### config.mk
export PLATFORM = sky130hd
export DESIGN_NAME = xml_entity_decoder
export DESIGN_NICKNAME = d
export VERILOG_FILES = /design/src/rtl/xed_pkg.sv /design/src/rtl/xed_front.sv /design/src/rtl/xed_queue.sv /design/src/rtl/xed_back.sv /design/src/rtl/xml_entity_decoder.sv
export VERILOG_INCLUDE_DIRS = /design/src /design/src/rtl
export SDC_FILE = /design/constraint.sdc
export NUM_CORES = 1
export LEC_CHECK = 0
export BUFFER_PORTS_ARGS = -buffer_cell sky130_fd_sc_hd__buf_2
export CAP_MARGIN = 20
export CORE_UTILIZATION = 50
export DETAILED_ROUTE_END_ITERATION = 10
export PLACE_DENSITY_LB_ADDON = 0.25
export SLEW_MARGIN = 0
export SYNTH_ARGS = -nofsm -noshare
export SYNTH_HDL_FRONTEND = slang
export SYNTH_HIERARCHICAL = 1
export SYNTH_SLANG_ARGS = --single-unit
export TNS_END_PERCENT = 1
### constraint.sdc
create_clock -name clk -period 14.3 [get_ports clk]
set_clock_uncertainty 0.1 [all_clocks]
set_input_delay 1.43 -clock clk [delete_from_list [all_inputs] [get_ports clk]]
set_output_delay 1.43 -clock clk [all_outputs]
set_load 0.05 [all_outputs]
### src/rtl/xml_entity_decoder_assert.svh
// ----------------------------------------------------------------------------
// Assertion macros for the entity decoder
// Clocked, reset-qualified wrappers for concurrent checks.
// ----------------------------------------------------------------------------
`ifndef XML_ENTITY_DECODER_ASSERT_SVH
`define XML_ENTITY_DECODER_ASSERT_SVH

// Check that a property holds on every clock edge outside reset.
`define XED_ASSERT(lbl, prop, msg) \
  lbl: assert property (@(posedge clk) disable iff (!rst_n) prop) else $error(msg);

// Check that a condition never occurs outside reset.
`define XED_NEVER(lbl, cond, msg) \
  lbl: assert property (@(posedge clk) disable iff (!rst_n) !(cond)) else $error(msg);

`endif

### src/rtl/xed_pkg.sv
// ----------------------------------------------------------------------------
// xed_pkg
// Types and constants shared by the entity decoder modules.
// ----------------------------------------------------------------------------
`timescale 1ns / 1ps
`default_nettype none

package xed_pkg;

  localparam int XED_QUEUE_DEPTH = 4;

  typedef struct packed {
    logic [7:0] text_byte;
    logic       end_of_text;
  } xed_in_t;

  typedef struct packed {
    logic [7:0] out_byte;
    logic       byte_valid;
    logic       run_last;
    logic       text_done;
    logic       entity_error;
  } xed_out_t;

  // At most one job per input transaction: up to four decoded bytes and an
  // optional trailing error or closing result.
  typedef struct packed {
    logic [3:0][7:0] bytes;
    logic [2:0]      count;
    logic            tail_valid;
    logic            tail_done;
    logic            tail_err;
  } xed_job_t;

  typedef enum logic [1:0] {
    MODE_TEXT,
    MODE_NAME,
    MODE_HASH,
    MODE_DIGITS
  } xed_mode_t;

endpackage

`default_nettype wire

### src/rtl/xed_front.sv
// ----------------------------------------------------------------------------
// xed_front
// Entity parser: classifies each byte and builds the job it causes.
// ----------------------------------------------------------------------------
`timescale 1ns / 1ps
`default_nettype none

module xed_front (
  input  logic             clk,
  input  logic             rst_n,
  input  logic             accept,
  input  xed_pkg::xed_in_t in_data,
  output xed_pkg::xed_job_t job,
  output logic             job_push
);
  import xed_pkg::*;

  localparam logic [7:0] CH_AMP  = 8'h26;
  localparam logic [7:0] CH_SEMI = 8'h3B;
  localparam logic [7:0] CH_HASH = 8'h23;
  localparam logic [7:0] CH_LX   = 8'h78;
  localparam logic [7:0] CH_UX   = 8'h58;

  localparam logic [24:0] CP_MAX = 25'h010FFFF;
  localparam logic [20:0] CP_SAT = 21'h1FFFFF;

  xed_mode_t       mode_r, mode_nxt;
  logic            hex_r, hex_nxt;
  logic [3:0][7:0] chars_r, chars_nxt;
  logic [2:0]      len_r, len_nxt;
  logic            bad_r, bad_nxt;
  logic [20:0]     code_r, code_nxt;
  logic            digits_r, digits_nxt;
  logic            discard_r, discard_nxt;

  logic [7:0]  b;
  logic        failed;
  logic        name_ok;
  logic [7:0]  name_out;
  logic        dig_ok;
  logic [3:0]  dig_val;
  logic [24:0] dig_sum;
  logic        code_ok;
  logic [3:0][7:0] utf_bytes;
  logic [2:0]  utf_count;

  assign b = in_data.text_byte;

  // Named entity lookup on the stored name.
  always_comb begin
    name_ok  = !bad_r;
    name_out = 8'h00;
    case ({len_r, chars_r})
      {3'd2, 32'h0000746C}: name_out = 8'h3C;
      {3'd2, 32'h00007467}: name_out = 8'h3E;
      {3'd3, 32'h00706D61}: name_out = 8'h26;
      {3'd4, 32'h746F7571}: name_out = 8'h22;
      {3'd4, 32'h736F7061}: name_out = 8'h27;
      {3'd4, 32'h7073626E}: name_out = 8'h20;
      {3'd2, 32'h00007263}: name_out = 8'h0A;
      default: name_ok = 1'b0;
    endcase
  end

  // Digit value and saturating accumulate.
  always_comb begin
    dig_ok  = 1'b1;
    dig_val = 4'd0;
    if (b inside {[8'h30:8'h39]}) begin
      dig_val = b[3:0];
    end else if (hex_r && (b inside {[8'h61:8'h66], [8'h41:8'h46]})) begin
      dig_val = b[3:0] + 4'd9;
    end else begin
      dig_ok = 1'b0;
    end
    if (hex_r) begin
      dig_sum = {code_r, 4'b0000} + {21'd0, dig_val};
    end else begin
      dig_sum = {1'b0, code_r, 3'b000} + {3'b000, code_r, 1'b0} + {21'd0, dig_val};
    end
  end

  // UTF-8 encode of the stored code point.
  always_comb begin
    code_ok = !bad_r && digits_r && (code_r != 21'd0) && (code_r <= CP_MAX[20:0])
              && !(code_r inside {[21'h00D800:21'h00DFFF]});
    utf_bytes = '0;
    if (code_r <= 21'h00007F) begin
      utf_count    = 3'd1;
      utf_bytes[0] = code_r[7:0];
    end else if (code_r <= 21'h0007FF) begin
      utf_count    = 3'd2;
      utf_bytes[0] = {3'b110, code_r[10:6]};
      utf_bytes[1] = {2'b10, code_r[5:0]};
    end else if (code_r <= 21'h00FFFF) begin
      utf_count    = 3'd3;
      utf_bytes[0] = {4'b1110, code_r[15:12]};
      utf_bytes[1] = {2'b10, code_r[11:6]};
      utf_bytes[2] = {2'b10, code_r[5:0]};
    end else begin
      utf_count    = 3'd4;
      utf_bytes[0] = {5'b11110, code_r[20:18]};
      utf_bytes[1] = {2'b10, code_r[17:12]};
      utf_bytes[2] = {2'b10, code_r[11:6]};
      utf_bytes[3] = {2'b10, code_r[5:0]};
    end
  end

  always_ff @(posedge clk) begin
    if (!rst_n) begin
      mode_r    <= MODE_TEXT;
      hex_r     <= 1'b0;
      chars_r   <= '0;
      len_r     <= 3'd0;
      bad_r     <= 1'b0;
      code_r    <= 21'd0;
      digits_r  <= 1'b0;
      discard_r <= 1'b0;
    end else begin
      mode_r    <= mode_nxt;
      hex_r     <= hex_nxt;
      chars_r   <= chars_nxt;
      len_r     <= len_nxt;
      bad_r     <= bad_nxt;
      code_r    <= code_nxt;
      digits_r  <= digits_nxt;
      discard_r <= discard_nxt;
    end
  end

  always_comb begin
    mode_nxt    = mode_r;
    hex_nxt     = hex_r;
    chars_nxt   = chars_r;
    len_nxt     = len_r;
    bad_nxt     = bad_r;
    code_nxt    = code_r;
    digits_nxt  = digits_r;
    discard_nxt = discard_r;
    failed      = 1'b0;
    job         = '0;

    if (accept) begin
      if (!discard_r) begin
        case (mode_r)
          MODE_TEXT: begin
            if (b == CH_AMP) begin
              mode_nxt   = MODE_NAME;
              hex_nxt    = 1'b0;
              chars_nxt  = '0;
              len_nxt    = 3'd0;
              bad_nxt    = 1'b0;
              code_nxt   = 21'd0;
              digits_nxt = 1'b0;
            end else begin
              job.bytes[0] = b;
              job.count    = 3'd1;
            end
          end
          MODE_NAME: begin
            if (b == CH_SEMI) begin
              if (name_ok) begin
                job.bytes[0] = name_out;
                job.count    = 3'd1;
              end else begin
                failed = 1'b1;
              end
              mode_nxt = MODE_TEXT;
            end else if (b == CH_HASH && len_r == 3'd0 && !bad_r) begin
              mode_nxt = MODE_HASH;
            end else if (len_r < 3'd4) begin
              chars_nxt[len_r[1:0]] = b;
              len_nxt = len_r + 3'd1;
            end else begin
              bad_nxt = 1'b1;
            end
          end
          MODE_HASH: begin
            if (b == CH_SEMI) begin
              failed   = 1'b1;
              mode_nxt = MODE_TEXT;
            end else if (b == CH_LX || b == CH_UX) begin
              hex_nxt  = 1'b1;
              mode_nxt = MODE_DIGITS;
            end else begin
              mode_nxt = MODE_DIGITS;
              if (dig_ok) begin
                digits_nxt = 1'b1;
                code_nxt   = (dig_sum > CP_MAX) ? CP_SAT : dig_sum[20:0];
              end else begin
                bad_nxt = 1'b1;
              end
            end
          end
          MODE_DIGITS: begin
            if (b == CH_SEMI) begin
              if (code_ok) begin
                job.bytes = utf_bytes;
                job.count = utf_count;
              end else begin
                failed = 1'b1;
              end
              mode_nxt = MODE_TEXT;
            end else if (dig_ok) begin
              digits_nxt = 1'b1;
              code_nxt   = (dig_sum > CP_MAX) ? CP_SAT : dig_sum[20:0];
            end else begin
              bad_nxt = 1'b1;
            end
          end
          default: mode_nxt = MODE_TEXT;
        endcase
        // Closing an entity returns to plain text with a clean entity.
        if (mode_nxt == MODE_TEXT && mode_r != MODE_TEXT) begin
          hex_nxt    = 1'b0;
          chars_nxt  = '0;
          len_nxt    = 3'd0;
          bad_nxt    = 1'b0;
          code_nxt   = 21'd0;
          digits_nxt = 1'b0;
        end
        if (failed) begin
          discard_nxt = 1'b1;
        end
      end

      if (in_data.end_of_text) begin
        job.tail_valid = 1'b1;
        job.tail_done  = 1'b1;
        job.tail_err   = discard_nxt || (mode_nxt != MODE_TEXT);
        mode_nxt    = MODE_TEXT;
        hex_nxt     = 1'b0;
        chars_nxt   = '0;
        len_nxt     = 3'd0;
        bad_nxt     = 1'b0;
        code_nxt    = 21'd0;
        digits_nxt  = 1'b0;
        discard_nxt = 1'b0;
      end else if (failed) begin
        job.tail_valid = 1'b1;
        job.tail_err   = 1'b1;
      end
    end
  end

  assign job_push = accept && ((job.count != 3'd0) || job.tail_valid);

endmodule

`default_nettype wire

### src/rtl/xed_queue.sv
// ----------------------------------------------------------------------------
// xed_queue
// Small job queue between the parser and the result sequencer.
// ----------------------------------------------------------------------------
`timescale 1ns / 1ps
`default_nettype none

module xed_queue #(
  parameter int DEPTH = xed_pkg::XED_QUEUE_DEPTH
) (
  input  logic              clk,
  input  logic              rst_n,
  input  logic              wr_en,
  input  xed_pkg::xed_job_t wr_data,
  output logic              full,
  input  logic              rd_en,
  output xed_pkg::xed_job_t rd_data,
  output logic              q_empty
);
  import xed_pkg::*;

  localparam int AW = (DEPTH > 1) ? $clog2(DEPTH) : 1;
  localparam int CW = $clog2(DEPTH + 1);

  xed_job_t        slots_r [DEPTH];
  logic [AW-1:0]   wr_ptr_r, wr_ptr_nxt;
  logic [AW-1:0]   rd_ptr_r, rd_ptr_nxt;
  logic [CW-1:0]   count_r, count_nxt;

  assign full    = (count_r == CW'(DEPTH));
  assign q_empty = (count_r == '0);
  assign rd_data = slots_r[rd_ptr_r];

  always_comb begin
    wr_ptr_nxt = wr_ptr_r;
    rd_ptr_nxt = rd_ptr_r;
    count_nxt  = count_r;
    if (wr_en) begin
      wr_ptr_nxt = (wr_ptr_r == AW'(DEPTH - 1)) ? '0 : wr_ptr_r + 1'b1;
    end
    if (rd_en) begin
      rd_ptr_nxt = (rd_ptr_r == AW'(DEPTH - 1)) ? '0 : rd_ptr_r + 1'b1;
    end
    if (wr_en && !rd_en) begin
      count_nxt = count_r + 1'b1;
    end else if (!wr_en && rd_en) begin
      count_nxt = count_r - 1'b1;
    end
  end

  always_ff @(posedge clk) begin
    if (!rst_n) begin
      wr_ptr_r <= '0;
      rd_ptr_r <= '0;
      count_r  <= '0;
    end else begin
      wr_ptr_r <= wr_ptr_nxt;
      rd_ptr_r <= rd_ptr_nxt;
      count_r  <= count_nxt;
    end
  end

  always_ff @(posedge clk) begin
    if (wr_en) begin
      slots_r[wr_ptr_r] <= wr_data;
    end
  end

`include "xml_entity_decoder_assert.svh"

  `XED_NEVER(a_no_overflow, wr_en && full, "job written into a full queue")
  `XED_NEVER(a_no_underflow, rd_en && q_empty, "job taken from an empty queue")
  `XED_ASSERT(a_count_up, (wr_en && !rd_en) |=> (count_r == $past(count_r) + 1'b1), "queue count did not advance on write")

endmodule

`default_nettype wire

### src/rtl/xed_back.sv
// ----------------------------------------------------------------------------
// xed_back
// Result sequencer: expands each job into result transactions.
// ----------------------------------------------------------------------------
`timescale 1ns / 1ps
`default_nettype none

module xed_back (
  input  logic              clk,
  input  logic              rst_n,
  input  xed_pkg::xed_job_t head,
  input  logic              q_empty,
  output logic              q_pop,
  output xed_pkg::xed_out_t out_data,
  output logic              empty,
  input  logic              pop
);
  import xed_pkg::*;

  logic       out_valid_r, out_valid_nxt;
  xed_out_t   out_r, out_nxt;
  logic [2:0] idx_r, idx_nxt;
  logic [2:0] total;
  logic       last;
  logic       load;

  assign total = head.count + {2'b00, head.tail_valid};
  assign last  = (idx_r == total - 3'd1);
  assign load  = !q_empty && (!out_valid_r || pop);
  assign q_pop = load && last;

  assign out_data = out_r;
  assign empty    = !out_valid_r;

  always_comb begin
    out_valid_nxt = out_valid_r;
    out_nxt       = out_r;
    idx_nxt       = idx_r;
    if (load) begin
      out_valid_nxt = 1'b1;
      if (idx_r < head.count) begin
        out_nxt.out_byte     = head.bytes[idx_r[1:0]];
        out_nxt.byte_valid   = 1'b1;
        out_nxt.text_done    = 1'b0;
        out_nxt.entity_error = 1'b0;
      end else begin
        out_nxt.out_byte     = 8'h00;
        out_nxt.byte_valid   = 1'b0;
        out_nxt.text_done    = head.tail_done;
        out_nxt.entity_error = head.tail_err;
      end
      out_nxt.run_last = last;
      idx_nxt = last ? 3'd0 : idx_r + 3'd1;
    end else if (pop) begin
      out_valid_nxt = 1'b0;
    end
  end

  always_ff @(posedge clk) begin
    if (!rst_n) begin
      out_valid_r <= 1'b0;
      idx_r       <= 3'd0;
    end else begin
      out_valid_r <= out_valid_nxt;
      idx_r       <= idx_nxt;
    end
  end

  always_ff @(posedge clk) begin
    out_r <= out_nxt;
  end

endmodule

`default_nettype wire

### src/rtl/xml_entity_decoder.sv
// ----------------------------------------------------------------------------
// xml_entity_decoder
// XML character reference decoder with UTF-8 output, queue interfaces.
// ----------------------------------------------------------------------------
// Feed text bytes through push/full; take decoded results through pop/empty.
// Plain bytes pass through, named entities (lt, gt, amp, quot, apos, nbsp,
// cr) give one byte, and numeric references (&#ddd;, &#xhhh;) give one to
// four UTF-8 bytes. A bad entity yields an error result and every byte after
// it up to end_of_text is dropped; each text ends with one closing result.
// Rate: one input transaction per cycle while the job queue has room; each
// result is loaded into the output register in turn, so a byte that expands
// into k results holds the result sequencer until all k are loaded. A job
// queue of QUEUE_DEPTH entries sits between the parser and the sequencer,
// and input stalls (full high) only while it is full. When nothing is
// waiting, the first result of an accepted byte is written into the job
// queue, then loaded into the output register. No clearing pass after reset.
// ----------------------------------------------------------------------------
`timescale 1ns / 1ps
`default_nettype none

module xml_entity_decoder #(
  parameter int QUEUE_DEPTH = xed_pkg::XED_QUEUE_DEPTH
) (
  input  logic              clk,
  input  logic              rst_n,
  // input queue side
  input  logic              push,
  output logic              full,
  input  xed_pkg::xed_in_t  in_data,
  // result queue side
  output logic              empty,
  input  logic              pop,
  output xed_pkg::xed_out_t out_data
);
  import xed_pkg::*;

  logic     accept;
  xed_job_t job;
  logic     job_push;
  xed_job_t head;
  logic     q_empty;
  logic     q_pop;

  // A transaction is taken whenever the job queue has room, even if the
  // byte turns out to produce no result.
  assign accept = push && !full;

  // Parser: tracks entity state and builds at most one job per byte.
  xed_front u_front (
    .clk      (clk),
    .rst_n    (rst_n),
    .accept   (accept),
    .in_data  (in_data),
    .job      (job),
    .job_push (job_push)
  );

  // Decouple parsing from result delivery so each side can stall alone.
  xed_queue #(
    .DEPTH (QUEUE_DEPTH)
  ) u_queue (
    .clk     (clk),
    .rst_n   (rst_n),
    .wr_en   (job_push),
    .wr_data (job),
    .full    (full),
    .rd_en   (q_pop),
    .rd_data (head),
    .q_empty (q_empty)
  );

  // Sequencer: walk the head job one result per cycle into the output register
  // while it is empty or popped; pop the queue as its last result is loaded.
  xed_back u_back (
    .clk      (clk),
    .rst_n    (rst_n),
    .head     (head),
    .q_empty  (q_empty),
    .q_pop    (q_pop),
    .out_data (out_data),
    .empty    (empty),
    .pop      (pop)
  );

endmodule

`default_nettype wire

==> impl_metrics.yaml, run 1 <==
grt:
  grt_pass1_wl_um: 45300
  grt_use_total_pct: 21.7
  grt.overflow.total: 0
  grt_max_degree: 58
  first_global_vias: 8483
  antenna_found_initial: 0
worst_setup_path:
  crit_path_end: "u_front/code_r[14]"
  ff2ff_setup_slack_ns: 9.40
  cp.arrival_ns: 5.93
  r2r_start: "u_front/code_r[12]"
  startpoint_type: "input pin"
  cp_max_fo: 20
  reg2reg_depth: 14
  worstSetupStartpoint: "in_data[1]"
  rr_endpoint: "u_queue/count_r[2]"
  path_class: "input pin to register"
  cp_data_required_time_ns: 14.62
  endpoint_kind: "register"
final_layout:
  drive_above_1_share_pct: 14.6
  antenna_cells: 0
  fin_cells: 1440
  synthToLayoutAreaGrowth_pct: 8.17
  final_nets: 1174
clocking:
  cts_tree: "built"
  cts-root-buf: "clkbuf_16"
  clock_sinks: 239
  numCtsBuffers: 25
  hold_buffers: 0
  h-tree-depth: 1
  clockBufferDepth: 3
  clk_pin_slew_ns: 0.06
  cts_setup_buffers: 0
  cts_resized: 0
  clock_latency_ns: 0.53
power:
  clockPowerShare_pct: 33.8
  comb_power_share_pct: 22.4
  p_int_uw: 1410
  switching_share_pct: 28.7
  p_sw_uw: 571
  power_leakage_uw: 0.00523
  sequentialPowerShare_pct: 43.8
  vdd_drop_max_mv: 0.115
  power_density_mw_per_mm2: 143
timing:
  fmax_mhz: 178
  slew_headroom_pct: 28.2
  post-route-period-util_pct: 39.2
  tns_ns: 0
  finalHoldViolations: 0
  hold_ws_ns: 0.358
  finalMaxSlewViolations: 0
  finalCriticalPeriod_ns: 5.61
  finalSetupViolCount: 0
  worstMarginPinSlew_ns: 1.07
  rsz0062_at_grt: "no"
min_path:
  hold_class: "register to register"
detailed_routing:
  drt-initial-drc-count: 706
  wl_per_cell_um: 19.6
  firstDrtPassIters: 5
  dr_total_vias: 8747
  ant_nets: 0
  finalWirelength_um: 28300
  post-route-drc-count: 0
  via_per_inst: 6.07
synth:
  yosys_warnings: 6
  synth_top_cell_area_share_pct: 38.3
  synth-async-reset-ratio_pct: 0
  synth_edf_count: 164
  synth_cell_types: 98
  synthTopCellsByArea: "edfxtp_1, dfxtp_1, mux4_2"
  synth_ff_type: "edfxtp_1"
  avgSynthCellArea_um2: 11.8
  syn_inst: 1087
  ys_ff_latch: 239
  seq_area_frac_synth_pct: 50.0
  syn-cell-area_mm2: 0.0129
  synth_top_area_cell: "edfxtp_1"
die:
  core_area_mm2: 0.0252
  core.rowCount: 58
  die_w_um: 162
  die_y_um: 162
  dieArea_mm2: 0.0264
  ios: 27
  start_util_pct: 51.1
placement:
  placed_cells: 1394
  port_buffers: 26
  gp_congestion: 0.906
  hpwl_um: 19100
run:
  cap_violations: 0
run_status:
  outcome: "completed"
## sequential cells by signal, indices dropped and copies added, names as in the netlist, named ones only
signal and cells:
u_front/hex_r 1, u_front/chars_r 32, u_front/discard_r 1, u_back/out_valid_r 1
u_queue/rd_ptr_r 2, u_front/bad_r 1, u_front/len_r 3, u_back/out_data 12
u_queue/slots_r 152, u_queue/wr_ptr_r 2, u_front/mode_r 2, u_queue/count_r 3
u_front/code_r 21, u_back/idx_r 3, u_front/digits_r 1
## Yosys cell counts, drive strengths merged (5+ instances only)
master,n
mux4,46
buf,32
a21o,11
nand3b,5
a32o,16
mux2i,8
edfxtp,164
nor2b,27
o21ai,49
a22o,21
and2b,5
or3,8
a31oi,7
o21a,8
xor2,12
a21boi,14
dfxtp,75
nor2,65
a21oi,64
xnor2,7
nand2,106
and3,12
nor4,8
o21bai,5
a22oi,17
a211oi,5
nand3,23
inv,35
ha,67
clkbuf,24
and2,18
nand2b,7
nor3,19
nand4,13
o211ai,22
## layout make-up
| class | count | area, um^2 |
|---|---|---|
| fill | 2097 | 11300 |
| sequential | 239 | 6430 |
| multi-input combinational | 756 | 5890 |
| clock buffer | 28 | 668 |
| tap | 330 | 413 |
| clock inverter | 18 | 191 |
| timing repair buffer | 33 | 183 |
| inverter | 36 | 135 |
## metrics by stage
stage	setup slack (ns)	total power [uW]	utilization, %	cell area, um^2
finish	8.69	1990	55.3	13900
global route	8.32	2070	55.3	13900
CTS	8.71	2010	55.3	13900
detailed placement	8.17	1340	51.8	13100
global placement	8.33	1320	51.8	13100
floorplan	8.82	1250	-	12900
## critical path, stage by stage
cell,delay [ns]
buf_2,0.22
inv_1,0.12
ha_1,0.23
a32oi_1,0.16
nand4_1,0.20
nand2b_1,0.26
o21a_1,0.20
fa_1,0.47
fa_1,0.50
a211oi_2,0.28
o21ai_1,0.14
a311oi_2,0.33
o21a_1,0.20
mux2_1,0.17
o2111ai_1,0.12
a221oi_2,0.28
buf_4,0.27
o211ai_1,0.11
a22o_1,0.22
## worst min path at each step
stage                          endpoint  cells after the start                 from  slack [ns]
floorplan           u_front/chars_r[14]                      1  u_front/chars_r[14]        0.33
global placement    u_front/chars_r[14]                      1  u_front/chars_r[14]        0.34
detailed placement  u_front/chars_r[14]                      1  u_front/chars_r[14]        0.34
CTS                 u_front/chars_r[14]                      1  u_front/chars_r[14]        0.36
global route        u_front/chars_r[14]                      1  u_front/chars_r[14]        0.37
finish              u_front/chars_r[14]                      1  u_front/chars_r[14]        0.36
## power by group through the flow
stage                     logic [uW]  registers, uW  clock network [uW]
after floorplan                  316            932                   0
after global placement           442            882                   0
after detailed placement         451            886                   0
after CTS                        452            872                 682
after global routing             483            878                 704
final                            444            870                 671
## cell usage in the layout, fill, tap and decap left out, types with 10 or more instances in the layout
cell	instances
a21o_1	11
a21oi_1	63
a22o_1	21
a22oi_1	17
a32o_1	16
and2_1	10
buf_2	26
clkbuf_16	26
dfxtp_1	73
edfxtp_1	164
ha_1	67
inv_1	34
mux4_2	46
nand2_1	105
nand3_1	21
nand4_1	13
nor2_1	64
nor2b_1	26
nor3_1	18
o211ai_1	22
o21ai_0	40
xor2_1	12
## layer usage
| metal | global-route usage, % | vias to the layer above | part of all wire, % |
|---|---|---|---|
| met1 | 31.0 | 4257 | 45 |
| met2 | 34.7 | 265 | 46 |
| met5 | 0 | - | 0 |
| met4 | 6.82 | 0 | 3.1 |
| li1 | - | 4168 | - |
| met3 | 2.57 | 57 | 5.2 |
## cell families after synthesis
| group | Yosys count | share of synthesized area (%) |
|---|---|---|
| other | 1 | 0.0292 |
| buffers and inverters | 94 | 4.31 |
| flip-flops | 239 | 50.0 |
| multiplexers | 55 | 8.76 |
| adder cells (fa/ha/maj) | 70 | 6.98 |
| AO/OA/AOI/OAI | 268 | 14.6 |
| AND/OR/NAND/NOR | 340 | 13.9 |
| XOR/XNOR | 20 | 1.47 |
Power figures use the tool's default switching activity.
==> inputs of run 2 (changes only) <==
==> constraint.sdc (replaced) <==
create_clock -name clk -period 4.6 [get_ports clk]
set_clock_uncertainty 0.1 [all_clocks]
set_input_delay 0.46 -clock clk [delete_from_list [all_inputs] [get_ports clk]]
set_output_delay 0.46 -clock clk [all_outputs]
set_load 0.05 [all_outputs]
==> run 2 against run 1 <==
Compared with the run above:
- hold slack worse by 0.20 ns
- clock-buffer cell count decreased by 1
- flip-flop and latch count stayed put
- via count is 1.9% higher
- highest routed layer unchanged
- die area did not move
- critical path depth shrank 1
- first-iteration DRC count down 6.2%
==> impl_metrics.yaml, run 2 (same netlist as run 1, synthesis figures left out) <==
placement:
  hpwl_um: 20500
  port_buffers: 26
  gp_congestion: 0.929
  dp_slack_ns: -0.272
  postPlaceCellArea_mm2: 0.0135
die:
  dieArea_mm2: 0.0264
  die_w_um: 162
  core.rowCount: 58
  start_util_pct: 51.1
  core_area_mm2: 0.0252
  die_y_um: 162
  ios: 27
worst_setup_path:
  path_class: "input pin to register"
  cp_max_fo: 20
  startpoint_type: "input pin"
  endpoint_kind: "register"
  cp.arrival_ns: 4.64
  cp_data_required_time_ns: 4.91
grt:
  grt.overflow.total: 0
  grt_use_total_pct: 22.7
  first_global_vias: 8890
  grt_max_degree: 45
  grt_pass1_wl_um: 47300
  antenna_found_initial: 0
clocking:
  cts_setup_buffers: 0
  h-tree-depth: 1
  numCtsBuffers: 25
  cts_resized: 0
  cts_tree: "built"
  clock_sinks: 239
  clockBufferDepth: 3
  clk_pin_slew_ns: 0.06
  cts-root-buf: "clkbuf_16"
  clock_latency_ns: 0.52
final_layout:
  final_nets: 1220
  fill_cells: 2082
  final_common_cell: "edfxtp_1"
  postLayoutCellArea_mm2: 0.0143
  mostFrequentLayoutCells: "edfxtp_1, nand2_1, dfxtp_1"
  top_regs: "u_queue/slots_r x152, u_front/chars_r x32, u_front/code_r x21"
  largest-register: "u_queue/slots_r"
  synthToLayoutAreaGrowth_pct: 11.3
  drive_above_1_share_pct: 18.0
  largest_reg_flops: 152
  antenna_cells: 0
run_status:
  outcome: "completed"
run:
  cap_violations: 0
min_path:
  hold_class: "input pin to register"
timing:
  finalHoldViolations: 0
  fmax_mhz: 231
  slew_headroom_pct: 48.5
  finalCriticalPeriod_ns: 4.33
  setup_slack_ns: 0.272
  finalMaxSlewViolations: 0
  post-route-period-util_pct: 94.1
  finalSetupViolCount: 0
  worstMarginPinSlew_ns: 0.769
  rsz0062_at_grt: "no"
detailed_routing:
  drt-initial-drc-count: 662
  post-route-drc-count: 0
  ant_nets: 0
  firstDrtPassIters: 5
  finalWirelength_um: 29000
  dr_total_vias: 8917
  via_per_inst: 6.00
  wl_per_cell_um: 19.5
power:
  power_density_mw_per_mm2: 433
  power_leakage_uw: 0.00546
  vdd_drop_max_mv: 0.339
## run 2: cell types whose count changed in the layout (fill, tap and decap cells not counted), sizes merged
| cell | previous run | this run |
|---|---|---|
| clkinv | 13 | 12 |
| bufinv | 3 | 4 |
| clkbuf | 28 | 27 |
| buf | 33 | 79 |
| inv | 38 | 36 |
| clkinvlp | 0 | 3 |
## run 2: cell type report
| class | instances | area [um^2] | share of cell area (%) |
|---|---|---|---|
| multi-input cells | 756 | 5890 | 41.2 |
| clock inverters | 19 | 221 | 1.55 |
| well taps | 330 | 413 | 2.88 |
| inverters | 36 | 135 | 0.944 |
| flip-flops and latches | 239 | 6430 | 44.9 |
| clock buffers | 27 | 633 | 4.42 |
| repair buffers | 79 | 591 | 4.13 |
## run 2: path summary, 6_finish.rpt
path | startpoint | to | slack, ns | depth (start not counted)
max | in_data[8] | u_front/code_r[9] | 0.27 | 18
min | pop | u_back/out_valid_r | 0.16 | 3
max reg2reg | u_front/code_r[17] | u_queue/count_r[2] | 0.36 | 14
min reg2reg | u_front/chars_r[13] | u_front/chars_r[13] | 0.36 | 1
## run 2: power by group
part / leakage [uW] / internal [uW] / switching, uW
Sequential: 0.00226 / 2600 / 122
Combinational: 0.00278 / 610 / 813
Clock: 0.000416 / 1230 / 831
## run 2: worst max-delay path: stages
cell and delay, ns:
buf_2 0.10, nor2_1 0.30, nand3_1 0.16, a21oi_1 0.25, nand2b_1 0.17, o21a_1 0.17
fa_1 0.46, fa_1 0.47, a211oi_2 0.27, o21ai_1 0.13, a311oi_2 0.33, o21a_1 0.21
mux2_1 0.17, o2111ai_1 0.13, a221oi_2 0.35, buf_12 0.19, o211ai_1 0.10, a22o_1 0.21
## run 2: metrics by stage
step	hold slack [ns]	TNS, ns	instances	util, %	total power, uW
2_1_floorplan	0.333	0	1089	-	3880
3_3_place_gp	0.341	-3.02	1440	53.5	4170
3_5_place_dp	0.352	-4.91	1440	53.5	4210
4_1_cts	0.144	0	1486	56.9	6280
5_1_grt	0.160	0	1486	56.9	6480
6_report	0.156	0	1486	56.9	6200
## run 2: timing repair
item                       in CTS  in global routing
setup endpoints to repair       0                  7
hold buffers                    0                  0
hold endpoints to repair        0                  0
## run 2: routing by layer
metal	wire [um]	vias up	GRT usage, %
met1	13100	4348	32.0
met4	618	0	6.00
met3	1600	49	2.83
li1	-	4248	-
met2	13600	272	37.0
met5	0	-	0
